File: src/hw/rtl/strg_pkg.sv
// ----------------------------------------------------------------------------
// strg_pkg
// Shared types and constants for the subscriber table rate guard.
// ----------------------------------------------------------------------------
`default_nettype none

package strg_pkg;

    localparam int SLOTS   = 8;
    localparam int SLOT_W  = (SLOTS > 1) ? $clog2(SLOTS) : 1;
    localparam int CNT_W   = $clog2(SLOTS + 1);

    localparam logic [15:0] MIN_PORT  = 16'd1024;
    localparam logic [39:0] WINDOW_MS = 40'd1000;
    localparam logic [15:0] CNT_MAX   = 16'hFFFF;

    localparam logic [1:0] REQ_ADD   = 2'd0;
    localparam logic [1:0] REQ_TOUCH = 2'd1;
    localparam logic [1:0] REQ_EVICT = 2'd2;
    localparam logic [1:0] REQ_SEND  = 2'd3;

    localparam logic [2:0] ST_OK      = 3'd0;
    localparam logic [2:0] ST_CLOSED  = 3'd1;
    localparam logic [2:0] ST_LOWPORT = 3'd2;
    localparam logic [2:0] ST_FULL    = 3'd3;
    localparam logic [2:0] ST_ALLOW   = 3'd4;
    localparam logic [2:0] ST_DROP    = 3'd5;
    localparam logic [2:0] ST_NOSUB   = 3'd6;
    localparam logic [2:0] ST_DONE    = 3'd7;

    localparam logic [1:0] CFG_OPEN = 2'd0;
    localparam logic [1:0] CFG_TTL  = 2'd1;
    localparam logic [1:0] CFG_RATE = 2'd2;

    typedef struct packed {
        logic [1:0]  req_type;
        logic [31:0] peer_ip;
        logic [15:0] peer_port;
        logic [39:0] now_ms;
    } t_req;

    typedef struct packed {
        logic [2:0]  status;
        logic [2:0]  slot;
        logic        report_valid;
        logic [15:0] dropped_reported;
        logic        last;
    } t_rsp;

    // classified command passed from front to back
    typedef struct packed {
        t_req        req;
        logic        reject;
        logic [2:0]  rej_status;
    } t_cmd;

endpackage

`default_nettype wire

File: src/hw/rtl/strg_front.sv
// ----------------------------------------------------------------------------
// strg_front
// Input queue stage and request classification (open / port checks).
// ----------------------------------------------------------------------------
`default_nettype none

module strg_front (
    input  wire               i_clk,
    input  wire               i_rst_n,
    input  strg_pkg::t_req    i_req,
    input  wire               push,
    output logic              full,
    input  wire               i_plane_open,
    output strg_pkg::t_cmd    o_cmd,
    output logic              o_cmd_valid,
    input  wire               i_cmd_take
);
    import strg_pkg::*;

    // two-entry queue between front and back
    t_cmd       r_q [2];
    logic [1:0] r_cnt;
    logic       r_rd;
    logic       r_wr;
    t_cmd       cls;
    logic       do_push;
    logic       do_pop;

    always_comb begin
        cls            = '0;
        cls.req        = i_req;
        cls.reject     = 1'b0;
        cls.rej_status = ST_OK;
        if (i_req.req_type == REQ_ADD) begin
            if (!i_plane_open) begin
                cls.reject     = 1'b1;
                cls.rej_status = ST_CLOSED;
            end else if (i_req.peer_port < MIN_PORT) begin
                cls.reject     = 1'b1;
                cls.rej_status = ST_LOWPORT;
            end
        end
    end

    assign full        = (r_cnt == 2'd2);
    assign do_push     = push && !full;
    assign o_cmd_valid = (r_cnt != 2'd0);
    assign do_pop      = i_cmd_take && o_cmd_valid;
    assign o_cmd       = r_q[r_rd];

    always_ff @(posedge i_clk) begin
        if (!i_rst_n) begin
            r_cnt <= 2'd0;
            r_rd  <= 1'b0;
            r_wr  <= 1'b0;
        end else begin
            if (do_push) r_wr <= ~r_wr;
            if (do_pop)  r_rd <= ~r_rd;
            r_cnt <= r_cnt + {1'b0, do_push} - {1'b0, do_pop};
        end
    end

    always_ff @(posedge i_clk) begin
        if (do_push) r_q[r_wr] <= cls;
    end

endmodule

`default_nettype wire

File: src/hw/rtl/strg_back.sv
// ----------------------------------------------------------------------------
// strg_back
// Slot table and sequencer: walks slots one per cycle, stalling on a busy output.
// ----------------------------------------------------------------------------
`default_nettype none

module strg_back (
    input  wire               i_clk,
    input  wire               i_rst_n,
    input  strg_pkg::t_cmd    i_cmd,
    input  wire               i_cmd_valid,
    output logic              o_cmd_take,
    input  wire [31:0]        i_ttl,
    input  wire [15:0]        i_rate,
    output strg_pkg::t_rsp    o_rsp,
    output logic              o_empty,
    input  wire               i_pop
);
    import strg_pkg::*;

    localparam logic [1:0] S_IDLE = 2'd0;
    localparam logic [1:0] S_SCAN = 2'd1;
    localparam logic [1:0] S_FILL = 2'd2;
    localparam logic [1:0] S_FIN  = 2'd3;

    logic [SLOTS-1:0] r_active;
    logic [31:0]      r_ip   [SLOTS];
    logic [15:0]      r_port [SLOTS];
    logic [39:0]      r_hb   [SLOTS];
    logic [39:0]      r_win  [SLOTS];
    logic [15:0]      r_sends[SLOTS];
    logic [15:0]      r_drops[SLOTS];

    logic [1:0]       r_st;
    t_cmd             r_cmd;
    logic [CNT_W-1:0] r_idx;
    logic             r_found;
    logic [SLOT_W-1:0] r_first;
    logic             r_have_free;
    logic [SLOT_W-1:0] r_free;

    // one-entry output register
    t_rsp             r_out;
    logic             r_out_v;

    logic [SLOT_W-1:0] idx;
    logic              act;
    logic              ip_eq;
    logic              port_eq;
    logic [39:0]       hb_age;
    logic [39:0]       win_age;
    logic              roll;
    logic [15:0]       sends_c;
    logic [15:0]       drops_c;
    logic              out_free;
    logic              out_load;
    logic              at_end;
    logic [2:0]        slot3;

    assign idx     = r_idx[SLOT_W-1:0];
    assign act     = r_active[idx];
    assign ip_eq   = (r_ip[idx] == r_cmd.req.peer_ip);
    assign port_eq = (r_port[idx] == r_cmd.req.peer_port);
    assign hb_age  = (r_cmd.req.now_ms >= r_hb[idx]) ? r_cmd.req.now_ms - r_hb[idx] : '0;
    assign win_age = (r_cmd.req.now_ms >= r_win[idx]) ? r_cmd.req.now_ms - r_win[idx] : '0;
    assign roll    = (win_age >= WINDOW_MS);
    assign sends_c = roll ? 16'd0 : r_sends[idx];
    assign drops_c = roll ? 16'd0 : r_drops[idx];
    assign out_free = !r_out_v || i_pop;
    assign at_end   = (r_idx == CNT_W'(SLOTS - 1));
    assign slot3    = 3'(idx);

    // a result is loaded by a send on an active slot or by the single-result tail
    assign out_load = out_free && ((r_st == S_FIN) ||
                      (r_st == S_SCAN && r_cmd.req.req_type == REQ_SEND && act));

    assign o_empty    = !r_out_v;
    assign o_rsp      = r_out;
    assign o_cmd_take = (r_st == S_IDLE);

    always_ff @(posedge i_clk) begin
        if (!i_rst_n) begin
            r_st     <= S_IDLE;
            r_active <= '0;
            r_out_v  <= 1'b0;
            r_idx    <= '0;
        end else begin
            if (out_load) r_out_v <= 1'b1;
            else if (i_pop) r_out_v <= 1'b0;
            case (r_st)
                S_IDLE: begin
                    if (i_cmd_valid) begin
                        r_cmd       <= i_cmd;
                        r_idx       <= '0;
                        r_found     <= 1'b0;
                        r_first     <= '0;
                        r_have_free <= 1'b0;
                        r_free      <= '0;
                        r_st        <= i_cmd.reject ? S_FIN : S_SCAN;
                    end
                end
                S_SCAN: begin
                    case (r_cmd.req.req_type)
                        REQ_ADD: begin
                            if (act && ip_eq && port_eq) begin
                                r_hb[idx] <= r_cmd.req.now_ms;
                                r_found   <= 1'b1;
                                r_first   <= idx;
                                r_st      <= S_FIN;
                            end else begin
                                if (!act && !r_have_free) begin
                                    r_have_free <= 1'b1;
                                    r_free      <= idx;
                                end
                                if (at_end) r_st <= S_FILL;
                                else r_idx <= r_idx + 1'b1;
                            end
                        end
                        REQ_TOUCH: begin
                            if (act && ip_eq) begin
                                r_hb[idx] <= r_cmd.req.now_ms;
                                if (!r_found) begin
                                    r_found <= 1'b1;
                                    r_first <= idx;
                                end
                            end
                            if (at_end) r_st <= S_FIN;
                            else r_idx <= r_idx + 1'b1;
                        end
                        REQ_EVICT: begin
                            if (act && (hb_age > {8'd0, i_ttl})) r_active[idx] <= 1'b0;
                            if (at_end) r_st <= S_FIN;
                            else r_idx <= r_idx + 1'b1;
                        end
                        default: begin
                            // send: one result per active slot
                            if (!act) begin
                                if (at_end) r_st <= S_FIN;
                                else r_idx <= r_idx + 1'b1;
                            end else if (out_free) begin
                                r_out.slot <= slot3;
                                r_out.report_valid <= roll && (r_drops[idx] != 16'd0);
                                r_out.dropped_reported <= roll ? r_drops[idx] : 16'd0;
                                r_out.last <= at_end ||
                                    (r_active >> (idx + 1'b1)) == '0;
                                if (roll) r_win[idx] <= r_cmd.req.now_ms;
                                if (sends_c >= i_rate) begin
                                    r_out.status <= ST_DROP;
                                    r_drops[idx] <= (drops_c != CNT_MAX) ? drops_c + 1'b1
                                                                         : drops_c;
                                    r_sends[idx] <= sends_c;
                                end else begin
                                    r_out.status <= ST_ALLOW;
                                    r_sends[idx] <= sends_c + 1'b1;
                                    r_drops[idx] <= drops_c;
                                end
                                if (at_end || (r_active >> (idx + 1'b1)) == '0) r_st <= S_IDLE;
                                else r_idx <= r_idx + 1'b1;
                            end
                        end
                    endcase
                end
                S_FILL: begin
                    if (r_have_free) begin
                        r_active[r_free] <= 1'b1;
                        r_ip[r_free]     <= r_cmd.req.peer_ip;
                        r_port[r_free]   <= r_cmd.req.peer_port;
                        r_hb[r_free]     <= r_cmd.req.now_ms;
                        r_win[r_free]    <= r_cmd.req.now_ms;
                        r_sends[r_free]  <= 16'd0;
                        r_drops[r_free]  <= 16'd0;
                        r_found          <= 1'b1;
                        r_first          <= r_free;
                    end
                    r_st <= S_FIN;
                end
                default: begin
                    // single-result tail
                    if (out_free) begin
                        r_out.slot             <= 3'd0;
                        r_out.report_valid     <= 1'b0;
                        r_out.dropped_reported <= 16'd0;
                        r_out.last             <= 1'b1;
                        if (r_cmd.reject) begin
                            r_out.status <= r_cmd.rej_status;
                        end else begin
                            case (r_cmd.req.req_type)
                                REQ_ADD: begin
                                    r_out.status <= r_found ? ST_OK : ST_FULL;
                                    if (r_found) r_out.slot <= 3'(r_first);
                                end
                                REQ_TOUCH: begin
                                    r_out.status <= r_found ? ST_OK : ST_NOSUB;
                                    if (r_found) r_out.slot <= 3'(r_first);
                                end
                                REQ_EVICT: r_out.status <= ST_DONE;
                                default:   r_out.status <= ST_NOSUB;
                            endcase
                        end
                        r_st <= S_IDLE;
                    end
                end
            endcase
        end
    end

endmodule

`default_nettype wire

File: src/hw/rtl/subscriber_table_rate_guard.sv
// A send emits one result per active slot, one per cycle while the output
// register is free; inactive slots are stepped over without a result. The back
// end walks the table one slot per cycle while not stalled on the output and
// takes a new command only when idle, once the last walk is done. Synchronous
// active-low reset clears the slot valid bits, the queues and restores defaults.
// ----------------------------------------------------------------------------
// subscriber_table_rate_guard
// Subscriber slot table with heartbeat expiry and per-slot rate limiting.
// ----------------------------------------------------------------------------
`default_nettype none

module subscriber_table_rate_guard (
    input  wire               i_clk,
    input  wire               i_rst_n,
    input  strg_pkg::t_req    i_req,
    input  wire               push,
    output logic              full,
    output strg_pkg::t_rsp    o_rsp,
    output logic              empty,
    input  wire               pop,
    input  wire               i_cfg_valid,
    output logic              o_cfg_ready,
    input  wire [1:0]         i_cfg_index,
    input  wire [31:0]        i_cfg_data
);
    import strg_pkg::*;

    logic        r_open;
    logic [31:0] r_ttl;
    logic [15:0] r_rate;
    t_cmd        cmd;
    logic        cmd_valid;
    logic        cmd_take;

    assign o_cfg_ready = 1'b1;

    always_ff @(posedge i_clk) begin
        if (!i_rst_n) begin
            r_open <= 1'b1;
            r_ttl  <= 32'd5000;
            r_rate <= 16'd60;
        end else if (i_cfg_valid) begin
            case (i_cfg_index)
                CFG_OPEN: r_open <= i_cfg_data[0];
                CFG_TTL:  r_ttl  <= i_cfg_data;
                CFG_RATE: r_rate <= i_cfg_data[15:0];
                default: ;
            endcase
        end
    end

    strg_front u_front (
        .i_clk        (i_clk),
        .i_rst_n      (i_rst_n),
        .i_req        (i_req),
        .push         (push),
        .full         (full),
        .i_plane_open (r_open),
        .o_cmd        (cmd),
        .o_cmd_valid  (cmd_valid),
        .i_cmd_take   (cmd_take)
    );

    strg_back u_back (
        .i_clk       (i_clk),
        .i_rst_n     (i_rst_n),
        .i_cmd       (cmd),
        .i_cmd_valid (cmd_valid),
        .o_cmd_take  (cmd_take),
        .i_ttl       (r_ttl),
        .i_rate      (r_rate),
        .o_rsp       (o_rsp),
        .o_empty     (empty),
        .i_pop       (pop)
    );

endmodule

`default_nettype wire

File: config.mk
export PLATFORM = sky130hd
export DESIGN_NAME = subscriber_table_rate_guard
export DESIGN_NICKNAME = d
export VERILOG_FILES = /design/src/hw/rtl/strg_pkg.sv /design/src/hw/rtl/strg_front.sv /design/src/hw/rtl/strg_back.sv /design/src/hw/rtl/subscriber_table_rate_guard.sv
export SDC_FILE = /design/constraint.sdc
export NUM_CORES = 2
export LEC_CHECK = 0
export BUFFER_PORTS_ARGS = -buffer_cell sky130_fd_sc_hd__buf_2
export CAP_MARGIN = 20
export CORE_MARGIN = 1
export CORE_UTILIZATION = 62
export CTS_CLUSTER_SIZE = 10
export DETAILED_ROUTE_END_ITERATION = 8
export PLACE_DENSITY_LB_ADDON = 0.08
export SETUP_SLACK_MARGIN = 0.3
export SLEW_MARGIN = 15
export SYNTH_ARGS = -nofsm -noshare
export SYNTH_HDL_FRONTEND = slang
export SYNTH_SLANG_ARGS = --single-unit
File: constraint.sdc
create_clock -name i_clk -period 12.3 [get_ports i_clk]
set_input_delay 0.615 -clock i_clk [delete_from_list [all_inputs] [get_ports i_clk]]
set_output_delay 0.615 -clock i_clk [all_outputs]
set_load 0.01 [all_outputs]
Yosys cells after proc, flatten, opt, wreduce, memory -nomap -nowiden

Memory sizes are Yosys's and may differ from the RTL's. A register that Yosys moved wholly into a read port is not among the register bits.
Cells that the tools add are included.

Flip-flop bits (word level): 194
Memory bits (writable): 1468
Input bits: 129
Output and inout bits: 27
Word-level logic and storage cells: 281
Memories kept: 7

Add/subtract/negate cells: 8
Magnitude comparators: 10
Equality and inequality tests: 31
Shift operators: 1
Multiplexer cells: 140
Bitwise operators: 9
Reductions and logical operators: 50

Memory list:

| name           | words | bits a word | read ports | clocked after Yosys merged registers in | write ports | RTL line         | RTL |
|---|---|---|---|---|---|---|---|
| u_back.r_hb    | 8     | 40          | 1          | 1                                       | 1           | strg_back.sv:29  | `logic [39:0] r_hb [SLOTS];` |
| u_back.r_win   | 8     | 40          | 1          | 1                                       | 1           | strg_back.sv:30  | `logic [39:0] r_win [SLOTS];` |
| u_back.r_ip    | 8     | 32          | 1          | 1                                       | 1           | strg_back.sv:27  | `logic [31:0] r_ip [SLOTS];` |
| u_front.r_q    | 2     | 94          | 1          | 1                                       | 1           | strg_front.sv:21 | `t_cmd r_q [2];` |
| u_back.r_drops | 8     | 16          | 1          | 1                                       | 1           | strg_back.sv:32  | `logic [15:0] r_drops[SLOTS];` |
| u_back.r_port  | 8     | 16          | 1          | 1                                       | 1           | strg_back.sv:28  | `logic [15:0] r_port [SLOTS];` |
| +1 memories    | --    | --          | --         | --                                      | --          | --               |  |

Operators with widths:

| operator                                              | number |
|---|---|
| 2-to-1 mux 40 bit                                     | 5 |
| 2-to-1 mux 16 bit                                     | 8 |
| 2-to-1 mux 24 bit                                     | 4 |
| 2-to-1 mux 3 bit                                      | 29 |
| >= comparator 40 bit                                  | 2 |
| OR reduction 40 bit                                   | 2 |
| subtractor 40 bit                                     | 2 |
| 2-to-1 mux 1 bit                                      | 56 |
| one-hot mux 24 bit (2 select lines)                   | 1 |
| >= comparator 40 x 10 -> 1 bit, second input constant | 1 |
| > comparator 40 x 32 -> 1 bit                         | 1 |
| 2-to-1 mux 4 bit                                      | 9 |
| adder 16 x 1 -> 16 bit, second input constant         | 2 |
| == test 32 bit                                        | 1 |
| OR reduction 16 bit                                   | 2 |
| 2-to-1 mux 8 bit                                      | 3 |
| 2-to-1 mux 2 bit                                      | 10 |
| one-hot mux 3 bit (3 select lines)                    | 2 |
| == test 16 bit                                        | 1 |
| >= comparator 16 bit                                  | 1 |
| < comparator 16 x 11 -> 1 bit, second input constant  | 1 |
| != test 16 bit, second input constant                 | 1 |
| one-hot mux 4 bit (2 select lines)                    | 2 |
| one-hot mux 8 bit (2 select lines)                    | 1 |
| 45 further kinds                                      | 102 |

Longest topological paths before layout

Word-level depth: 14
Depth in mapped cells: 37

Hierarchy

A second synthesis with hierarchy kept.

Cell total of the unflattened synthesis: 4030
Area, all modules: 70677.8 um2

Modules (own cells, without submodules):

| module                      | times used | cells an instance | area an instance (um2) |
|---|---|---|---|
| strg_back                   | 1          | 3498              | 61347.6 |
| strg_front                  | 1          | 321               | 7272.0 |
| subscriber_table_rate_guard | 1          | 211               | 2058.2 |

Worst setup path before layout

OpenSTA, ideal clock, no wires.

Path kind: register -> register
Start point: reg (tool-made name)
End point: mem u_back.r_sends[0][15] (data pin)
Arrival: 8.337 ns
Slack: 3.757 ns
Cell stages (with the launch flop): 37
Buffers on the path: 12
Clock period less this slack: 8.543 ns
Path through: dfxtp_1 -> clkbuf_1 -> buf_2 -> buf_2 -> buf_2 -> buf_1 -> clkbuf_1 -> clkbuf_1 -> clkbuf_1 -> mux4_2 -> mux2i_1 -> ha_1 -> clkbuf_1 -> nand2_1 -> or4_1 -> or2_2 -> o22ai_1 -> a211oi_1 -> xnor2_1 -> a2111o_1 -> nor4b_2 -> a21oi_2 -> buf_2 -> buf_2 -> nor2_1 -> ha_1 -> a21o_1 -> a21oi_1 -> o21ai_0 -> a41oi_1 -> o21ai_0 -> a2111oi_2 -> and3_1 -> clkbuf_1 -> nand3b_1 -> xnor2_1 -> nor2_1

RTL lines:

| element          | RTL line        | RTL |
|---|---|---|
| end: declaration | strg_back.sv:31 | `logic [15:0] r_sends[SLOTS];` |

==> impl_summary.txt <==
----------------------------------------------------
[Run status]
  Run status ... complete, no violations

[Setup path]
  Critical path class ... reg -> reg
  Setup crit end kind ... register
  Worst Reg-to-Reg Cells ... 24
  Arrival @ worst endpoint ... about 9.6 ns
  Reg2reg setup slack ... 3.21 ns
  Required time of the critical path ... roughly 13 ns
  Crit path capture ... u_back.r_drops[3][2]
  Critical-path maximum fanout ... 34
  Category of the worst setup path launch point ... register
  Capture instance of the worst register-to-register path ... u_back.r_drops[3][2]

[Pwr]
  Clk pwr share ... 31.2%
  Peak supply drop ... 0.1561 mV
  Leakage power summed over all cells ... around 25 nW
  Internal Power ... ~11 mW
  Sw frac ... between 20% and 30%
  Sw power ... 4.483 mW
  Share of power burned in registers ... a little under half
  Combinational share of power ... between 20 and 25%
  Power Dens Cells ... between 150 and 200 mW/mm²

[Placed design]
  Count of placed standard cells including taps ... between 5,000 and 6,000
  Last weighted congestion value of the routability-driven placer ... 0.9567
  Area after DPL ... 0.07305 mm²
  Worst slack, placed ... about 3.2 ns
  PortBufs ... roughly 150
  Sum of net half-perimeters after detailed placement ... 94.54 mm

[GRT]
  Initial antenna violation count ... 8
  Via count of the first global-routing pass ... around 40,000
  First-pass GRT wire length ... 244.7 mm
  Global route total overflow ... 0
  Global-route usage over all layers ... around 29%
  Pin count of the biggest net entering global routing ... between 100 and 150

[Final layout]
  Reg area ... 0.04923 mm²
  Highest-count cells in the layout ignoring fill and taps ... sky130_fd_sc_hd__edfxtp_1, sky130_fd_sc_hd__mux4_2, sky130_fd_sc_hd__nand2_1
  Multi-input gate area ... 0.02016 mm²
  Commonest non-fill, non-tap cell in the layout ... sky130_fd_sc_hd__edfxtp_1
  Final cell count without fillers ... 5,916
  Layout Area Growth over Synthesis ... 12.28%
  Fraction of layout instances using a drive strength above 1 ... 21.34%
  Nets ... 4,630
  Layout Cell Area excl Fill ... 0.07890 mm²
  Layout fillers ... 7,164
  Final core utilization ... between 70% and 80%

[Die]
  Number of top-level pins ... approximately 160
  Initial Utilization ... 62.46%
  DIE HEIGHT ... approximately 340 µm
  Die outline area ... between 0.1 and 0.15 mm²
  Die width ... ~340 µm
  Placeable core area ... approximately 0.11 mm²
  Number of standard-cell rows in the floorplan ... ~120

[Timing]
  Min setup slack post-route ... roughly 3.2 ns
  Final min period ... just over 9 ns
  Worst max-slew margin expressed relative to the limit ... 21.82%
  Slew at the pin closest to its max-slew limit ... between 1 and 1.5 ns
  RSZ-0062 raised after global routing ... false
  Final number of setup-violating endpoints ... 0
  Post-route fraction of the period consumed by the critical path ... between 70% and 80%
  Top achievable clock speed ... 110.0 MHz
  Final number of hold-violating endpoints ... 0
  Max Clock Skew ... approximately 0.055 ns
  Setup TNS Final ... 0 ns
  Fin. max-slew vios ... 0

[Drt]
  First-pass iteration count of the detailed router ... 5
  Remaining design rule violation count ... 0
  Routed vias ... just under 40,000
  Post-Route WL ... ~160 mm
  Avg Vias per Cell ... 6.506
  Avg WL per Cell ... 27.46 µm
  Number of design-rule violations left by the first detailed-router iteration ... ~4,000
  Remaining number of nets flagged by the antenna check after routing ... 0

[Yosys]
  Part of the Yosys area used for sequential elements ... between 70% and 80%
  Synthesis Warnings ... 0
  Post-synth net total ... between 4,000 and 5,000
  Combined area of all synthesized cells ... approximately 0.070 mm²
  Cell types with the largest area share after synthesis ... sky130_fd_sc_hd__edfxtp_1, sky130_fd_sc_hd__mux4_2, sky130_fd_sc_hd__ha_1
  Number of distinct library cell variants in the gate-level netlist after synthesis ... 90
  Number of enable flip-flop cells after synthesis ... 1,591
  Post-Syn Instances ... between 4,000 and 5,000
  FFs w/ async S/R, synth ... 0%
  Average cell area after synthesis ... 17.35 µm²
  Total of flip-flops plus latches after synthesis ... around 1,700
  Cell taking the most area after synthesis ... sky130_fd_sc_hd__edfxtp_1
  Area share of the largest cell type after synthesis ... between 60% and 70%
  Dominant synthesized flop cell ... sky130_fd_sc_hd__edfxtp_1

[Clocking]
  Number of H-tree levels ... 4
  TritonCTS clock tree ... built
  Worst-path clk slew ... roughly 0.06 ns
  TritonCTS buffer count ... about 190
  Count of clock tree sinks ... around 1,700
  Post-CTS sizing ... 0
  Number of buffers on the longest clock path ... 3
  Later-pin clock latency in the skew report ... 0.80 ns
  Post-CTS setup buffer count ... 0
  Clock root buffer ... sky130_fd_sc_hd__clkbuf_16

[Worst hold path]
  Hold crit path type ... in -> reg

[Flow run]
  Number of maximum-capacitance constraint violations ... 0

----------------------------------------------------
[flip-flops by register name (all words and copies together), names as in the netlist, 2 cells and up, named ones only]
signal / cells
u_back.r_hb: 320
u_back.r_win: 320
u_back.r_ip: 256
u_front.r_q: 186
u_back.r_drops: 128
u_back.r_port: 128
u_back.r_sends: 128
u_back.r_cmd: 93
r_ttl: 32
u_back.o_rsp: 24
r_rate: 16
u_back.r_active: 8
u_back.r_idx: 4
u_back.r_first: 3
u_back.r_free: 3
u_back.r_st: 2
u_front.r_cnt: 2
[kinds of logic (layout without fill, tap and decap cells)]
group | count (synthesis) | in the layout | synth area share, %
fa+ha+maj | 143 | 143 | 2.568
flops | 1663 | 1663 | 70.04
xor+xnor | 128 | 128 | 1.595
compound gates | 510 | 510 | 4.880
buf+inv | 279 | 639 | 1.610
simple gates | 743 | 743 | 5.115
mux | 583 | 583 | 14.19
other cells | 1 | 7 | 0.005336
[cell usage after synthesis (24+ instances only)]
library cell and number:
sky130_fd_sc_hd__a21oi_1 155, sky130_fd_sc_hd__o211ai_1 28, sky130_fd_sc_hd__xnor2_1 96, sky130_fd_sc_hd__edfxtp_1 1591
sky130_fd_sc_hd__nand2b_1 24, sky130_fd_sc_hd__clkbuf_1 126, sky130_fd_sc_hd__a21o_1 58, sky130_fd_sc_hd__inv_1 89
sky130_fd_sc_hd__mux2i_1 159, sky130_fd_sc_hd__nand3_1 36, sky130_fd_sc_hd__mux2_2 104, sky130_fd_sc_hd__mux4_2 320
sky130_fd_sc_hd__nor2_1 204, sky130_fd_sc_hd__xor2_1 32, sky130_fd_sc_hd__nor4_1 36, sky130_fd_sc_hd__and3_1 26
sky130_fd_sc_hd__nand4_1 47, sky130_fd_sc_hd__dfxtp_1 72, sky130_fd_sc_hd__buf_2 39, sky130_fd_sc_hd__nor3_1 47
sky130_fd_sc_hd__ha_1 141, sky130_fd_sc_hd__nand2_1 218, sky130_fd_sc_hd__o21ai_0 73
[final cells by class]
type                    instances  area share [%]
clock buffers                 222           6.108
inverters                      89          0.4234
clock inverters                18          0.3695
diodes                          6         0.01903
repair buffers                310           2.754
multi-input cells            2108           25.55
well taps                    1500           2.379
flip-flops and latches       1663           62.40
[worst min path at each step]
stage / start / end / slack [ns] / depth (start not counted)
after global placement: r_rate[8] / r_rate[8] / 0.44 / 2
after detailed placement: r_rate[8] / r_rate[8] / 0.45 / 2
after CTS: i_req[30] / u_front.r_q[1][34] / 0.0002 / 1
after global routing: i_req[47] / u_front.r_q[0][51] / 0.003 / 1
final: i_req[30] / u_front.r_q[1][34] / 0.03 / 1
after floorplan: r_rate[10] / r_rate[10] / 0.44 / 2
[critical path: stages, from the launching register on]
cell and delay, ns:
sky130_fd_sc_hd__dfxtp_4 0.81, sky130_fd_sc_hd__buf_4 0.69, sky130_fd_sc_hd__mux4_2 0.61, sky130_fd_sc_hd__mux2i_1 0.21, sky130_fd_sc_hd__ha_1 0.33, sky130_fd_sc_hd__o211a_1 0.21
sky130_fd_sc_hd__o31ai_1 0.09, sky130_fd_sc_hd__a2111o_1 0.44, sky130_fd_sc_hd__a31oi_1 0.61, sky130_fd_sc_hd__a41oi_1 0.23, sky130_fd_sc_hd__xnor2_1 0.19, sky130_fd_sc_hd__a2111oi_0 0.35
sky130_fd_sc_hd__nor4b_2 0.43, sky130_fd_sc_hd__a21oi_1 0.34, sky130_fd_sc_hd__ha_1 0.37, sky130_fd_sc_hd__nand2b_1 0.14, sky130_fd_sc_hd__a21o_1 0.17, sky130_fd_sc_hd__a21oi_1 0.14
sky130_fd_sc_hd__o21ai_0 0.12, sky130_fd_sc_hd__a41oi_1 0.21, sky130_fd_sc_hd__o21ai_0 0.16, sky130_fd_sc_hd__a2111oi_2 0.66, sky130_fd_sc_hd__buf_4 0.27, sky130_fd_sc_hd__nor2_1 0.15
sky130_fd_sc_hd__a311oi_1 0.78
[power by group through the flow]
stage | combinational (mW) | sequential (mW) | clock [mW]
after floorplan | 2.52 | 7.09 | 0
final | 3.54 | 7.07 | 4.80
after detailed placement | 3.47 | 7.18 | 0
after global routing | 3.85 | 7.10 | 5.09
after global placement | 3.44 | 7.16 | 0
after CTS | 3.52 | 7.07 | 4.87
[metrics by stage]
| step | total power [mW] | hold WS [ns] |
|---|---|---|
| after global placement | 10.61 | 0.4429 |
| after detailed placement | 10.66 | 0.4502 |
| after floorplan | 9.602 | 0.4363 |
| final | 15.42 | 0.02852 |
| after CTS | 15.46 | 0.0001518 |
| after global routing | 16.04 | 0.003061 |
[repair_timing]
item | 4_1_cts | 5_1_grt
endpoints found under the setup margin | 0 | 0
hold buffers | 71 | 0
endpoints found under the hold margin | 141 | 0
[routing by layer]
| metal | share of wire, % | track usage, % |
|---|---|---|
| met3 | 7.7 | 4.554 |
| met5 | 0 | 0 |
| met1 | 44 | 43.78 |
| met2 | 47 | 44.13 |
| met4 | 2.0 | 7.334 |
No activity file was read; power rests on OpenSTA's default activity.
